File: config.mk
export PLATFORM = sky130hd
export DESIGN_NAME = dhtq_id_table
export DESIGN_NICKNAME = d
export VERILOG_FILES = /design/src/hw/rtl/deadline_heap_timer_queue_core_macros.svh /design/src/hw/rtl/dhtq_pkg.sv /design/src/hw/rtl/dhtq_id_table.sv
export SDC_FILE = /design/constraint.sdc
export NUM_CORES = 2
export LEC_CHECK = 0
export ABC_AREA = 1
export BUFFER_PORTS_ARGS = -buffer_cell sky130_fd_sc_hd__buf_2
export CAP_MARGIN = 10
export CELL_PAD_IN_SITES_DETAIL_PLACEMENT = 0
export CELL_PAD_IN_SITES_GLOBAL_PLACEMENT = 1
export CORE_ASPECT_RATIO = 1.25
export CORE_UTILIZATION = 54
export CTS_CLUSTER_DIAMETER = 30
export DETAILED_ROUTE_END_ITERATION = 8
export GPL_TIMING_DRIVEN = 0
export PLACE_DENSITY_LB_ADDON = 0.1
export REMOVE_ABC_BUFFERS = 1
export SLEW_MARGIN = 20
export SYNTH_ARGS = -nofsm -noshare
export SYNTH_HDL_FRONTEND = slang
export SYNTH_SLANG_ARGS = --single-unit
File: constraint.sdc
create_clock -name clk -period 6.2 [get_ports clk]
set_input_delay 1.55 -clock clk [delete_from_list [all_inputs] [get_ports clk]]
set_output_delay 1.55 -clock clk [all_outputs]
set_load 0.005 [all_outputs]
File: src/hw/rtl/deadline_heap_timer_queue_core_macros.svh
// Assertion macros for the timer queue
`ifndef DEADLINE_HEAP_TIMER_QUEUE_CORE_MACROS_SVH
`define DEADLINE_HEAP_TIMER_QUEUE_CORE_MACROS_SVH
// Assert an implication on the rising clock, off during reset
`define DHTQ_ASSERT_IMP(label, ante, cons) \
  label: assert property (@(posedge clk) disable iff (rst) (ante) |-> (cons)) \
    else $error("dhtq check failed");
// Assert an implication whose consequent is checked in the next cycle
`define DHTQ_ASSERT_NXT(label, ante, cons) \
  label: assert property (@(posedge clk) disable iff (rst) (ante) |=> (cons)) \
    else $error("dhtq check failed");
`endif

File: src/hw/rtl/dhtq_pkg.sv
// Package: default parameters and function and status codes for the timer queue
package dhtq_pkg;
  localparam int DefCapacity = 64;
  localparam int DefIdCount  = 256;
  localparam int DefTimeBits = 32;

  localparam logic [2:0] FUNC_INSERT = 3'd0;
  localparam logic [2:0] FUNC_POLL   = 3'd1;
  localparam logic [2:0] FUNC_REMOVE = 3'd2;
  localparam logic [2:0] FUNC_PEEK   = 3'd3;
  localparam logic [2:0] FUNC_CLEAR  = 3'd4;

  localparam logic [2:0] ST_OK       = 3'd0;
  localparam logic [2:0] ST_EMPTY    = 3'd1;
  localparam logic [2:0] ST_NOT_DUE  = 3'd2;
  localparam logic [2:0] ST_FULL     = 3'd3;
  localparam logic [2:0] ST_NOTFOUND = 3'd4;
  localparam logic [2:0] ST_DUP      = 3'd5;
endpackage

File: src/hw/rtl/dhtq_id_table.sv
// Id table: presence bits in flops, slot numbers in a synchronous memory
module dhtq_id_table import dhtq_pkg::*; #(
  parameter int ID_COUNT = DefIdCount,
  parameter int SLOT_BITS = 6
) (
  input  logic clk,
  input  logic rst,
  input  logic [7:0] rd_id,
  output logic rd_present,
  output logic [SLOT_BITS-1:0] rd_slot,
  input  logic wr_slot_en,
  input  logic [7:0] wr_slot_id,
  input  logic [SLOT_BITS-1:0] wr_slot_val,
  input  logic set_en,
  input  logic clr_en,
  input  logic [7:0] pres_id,
  input  logic clear_all
);
  localparam int IdBits = (ID_COUNT > 256) ? 8 : ((ID_COUNT < 2) ? 1 : $clog2(ID_COUNT));
  localparam int Depth = (ID_COUNT > 256) ? 256 : ID_COUNT;
  logic [Depth-1:0] present;
  logic [SLOT_BITS-1:0] slot_mem [Depth];
  logic [IdBits-1:0] ri, wi, pi;

  assign ri = IdBits'(rd_id);
  assign wi = IdBits'(wr_slot_id);
  assign pi = IdBits'(pres_id);

  always_ff @(posedge clk) begin
    if (wr_slot_en) begin
      slot_mem[wi] <= wr_slot_val;
    end
    rd_slot <= slot_mem[ri];
  end

  always_ff @(posedge clk) begin
    if (rst || clear_all) begin
      present <= '0;
    end else begin
      if (clr_en) present[pi] <= 1'b0;
      if (set_en) present[pi] <= 1'b1;
    end
  end

  assign rd_present = present[ri];
endmodule

==> impl_metrics.yaml <==
critical_path:
  critPathSlowestCell: "buf_8"
  slowest_delay_ps: 470
  crit_type: "in -> out"
  cp.arrival_ps: 4480
  required_ps: 4650
  path_cells: "buf_8 -> inv_8 -> buf_16 -> buf_16 -> nand3_1 -> nand3_1 -> nand3_1 -> nand3_1 -> nand2_1 -> nand2_1 -> nand3_1 -> nand3_1 -> nand2_1 -> buf_2"
  cp_top_family: "buffers and inverters"
  ff2ff_setup_slack_ps: 4100
  crit_buf_inv: 5
  cp_common_cell: "nand3_1"
  crit_path_start_kind: "primary input"
  cp-end-kind: "output port"
  crit_path_max_fanout: 89
global_route:
  grt_max_degree: 188
  grt_pass1_wl_mm: 323
  use_met2: 0.497
  grt_pass1_vias: 53600
  grt_antenna_before_repair: 5
  grt.overflow.total: 0
  track_usage: 0.296
  met3_usage: 0.0489
  busiest_layer: "met2"
  met1_usage: 0.375
final_layout:
  nNetsFinal: 7663
  area_growth_pct: 17.4
  fillers: 11200
  layout-drive-gt1-share: 0.0857
  finish.utilization: 0.639
  fin_area_sq_um: 90000
timing:
  post-route-period-util: 0.972
  rsz0062_at_grt: "no"
  hold_viol: 0
  setup-violations-final: 0
  worst_pin_slew_ps: 1210
  slew_headroom: 0.192
  final.setup_skew_ps: 27.3
  max_freq_mhz: 166
  fin_ws_ps: 174
  layout_min_cycle_time_ps: 6030
  timing_max_transition_violations_final: 0
yosys:
  ys_ff_latch: 1798
  synth_area_sq_um: 76600
  synthCells: 7713
  syn_avg_cell_area_sq_um: 9.94
  yosysWarnings: 0
  ys_seq_area_frac: 0.670
  ys_types: 17
placed_design:
  post_dp_cell_area_sq_um: 78500
  io_buffers: 42
  gp_congestion: 0.786
  dp_slack_ps: 173
  dp_hpwl_mm: 117
routing:
  ant_nets: 0
  routedWlPerCell_um: 21.8
  drc_errors: 0
  wirelength_mm: 213
  dr.pass1.iters: 6
  drt-initial-drc-count: 4983
  num_vias: 55400
  vias_per_cell: 5.68
floorplan:
  die-area_sq_um: 143000
  rows: 154
  fp.coreArea_sq_um: 141000
  start_util: 0.544
  io_pins: 43
  fp.dieH_um: 423
  dieWidth_um: 339
status:
  outcome: "complete, no violations"
cts:
  cts-resized-gates: 0
  cts_root_buf: "clkbuf_16"
  clk_pin_slew_ps: 40
  clk_latency_ps: 920
  cts.path.max_buffers: 4
  cts_tree: "done"
  htree_levels: 5
  postCtsSetupRepairBufs: 0
  cts_buffers: 345
  clkSinkCount: 1798
  cts_hold_buf: 0
power_and_ir_drop:
  vdd_drop_max_mv: 0.341
  p_per_area_nw_per_um2: 369
  total_power_w: 0.0332
  leakagePower_nw: 31.1
run:
  max_cap_violations: 0
worst_hold_path:
  worstHoldPathType: "reg -> reg"
-- synthesized netlist by cell type, drive strengths merged --
cell type | count | area [sq um]
buf | 325 | 1810
clkbuf | 218 | 822
nand3 | 1725 | 8630
dfxtp | 262 | 5250
nand2 | 2719 | 10200
a21oi | 256 | 1280
nor2 | 582 | 2180
edfxtp | 1536 | 46100
inv | 89 | 337
or2 | 1 | 6.26
-- stage by stage --
stage | cells | setup TNS (ps) | hold WS [ps]
final | 9762 | 0 | 455
after global routing | 9761 | 0 | 470
after CTS | 9760 | 0 | 456
after detailed placement | 9152 | 0 | 450
after global placement | 9084 | -322690 | 446
after floorplan | 7170 | -3730 | 439
-- per-layer routing --
layer	vias up	part of all wire	routed length, um
met1	26600	0.39	83400
met4	4	0.044	9310
met2	2078	0.49	105000
met3	473	0.069	14700
li1	26300	-	-
met5	-	0.00012	25
-- area by class of cell --
type                            count  area (sq um)  share of cell area
Clock buffer                      397          9050               0.101
Multi-Input combinational cell   5283         22400               0.248
Sequential cell                  1798         51400               0.571
Inverter                           89           375             0.00417
Timing Repair Buffer              110          2090              0.0232
Tap cell                         1872          2340              0.0260
Antenna cell                        2          5.00           0.0000556
Clock inverter                    211          2400              0.0267
-- where the power goes --
part,switching [W],internal [W],total (W)
registers,0.00000949,0.0132,0.0132
logic,0.00124,0.000398,0.00163
clock network,0.00610,0.0123,0.0184
-- tightest hold or removal path: stages (launching register included) --
cell,delay [ps]
dfxtp_1,300
nand2_1,60
a21oi_1,50
-- path summary, 6_finish.rpt --
kind | from | cells after the start | end
worst max-delay path | rd_id[1] | 14 | rd_present
worst min-delay path | present[121]$_SDFF_PP0_ | 2 | present[121]$_SDFF_PP0_
worst max register to register | slot_mem[46][0]$_DFFE_PP_ | 10 | rd_slot[0]$_DFF_P_
worst min register to register | present[121]$_SDFF_PP0_ | 2 | present[121]$_SDFF_PP0_
-- cell families (layout without fill, tap and decap cells) --
| kind of cell | count (synthesis) | in the layout | share of synthesized area |
|---|---|---|---|
| compound gates | 256 | 256 | 0.0167 |
| buf+inv | 632 | 807 | 0.0387 |
| flops | 1798 | 1798 | 0.670 |
| other cells | 0 | 2 | 0 |
| simple gates | 5027 | 5027 | 0.274 |
-- state kept, by name (all words and copies together), names as in the netlist --
name	cells
slot_mem	1536
rd_slot	6
present	256
-- placed cells by master, fill, tap and decap left out --
cell / netlist / layout
a21oi_1: 256 / 256
buf_12: 0 / 15
buf_16: 0 / 53
buf_2: 222 / 29
buf_4: 69 / 1
buf_8: 1 / 12
bufinv_16: 0 / 44
clkbuf_1: 217 / 35
clkbuf_16: 0 / 350
clkbuf_8: 0 / 12
clkinv_1: 0 / 30
clkinv_2: 0 / 57
clkinv_4: 0 / 23
clkinv_8: 0 / 1
clkinvlp_4: 0 / 29
dfxtp_1: 262 / 262
diode_2: 0 / 2
edfxtp_1: 1536 / 1536
inv_1: 85 / 83
inv_16: 0 / 1
inv_2: 3 / 1
inv_4: 1 / 1
inv_6: 0 / 23
inv_8: 0 / 7
nand2_1: 2719 / 2703
nand2_2: 0 / 16
nand3_1: 1725 / 1725
nor2_1: 582 / 582
or2_4: 0 / 1
(Power assumes the default switching activity.)
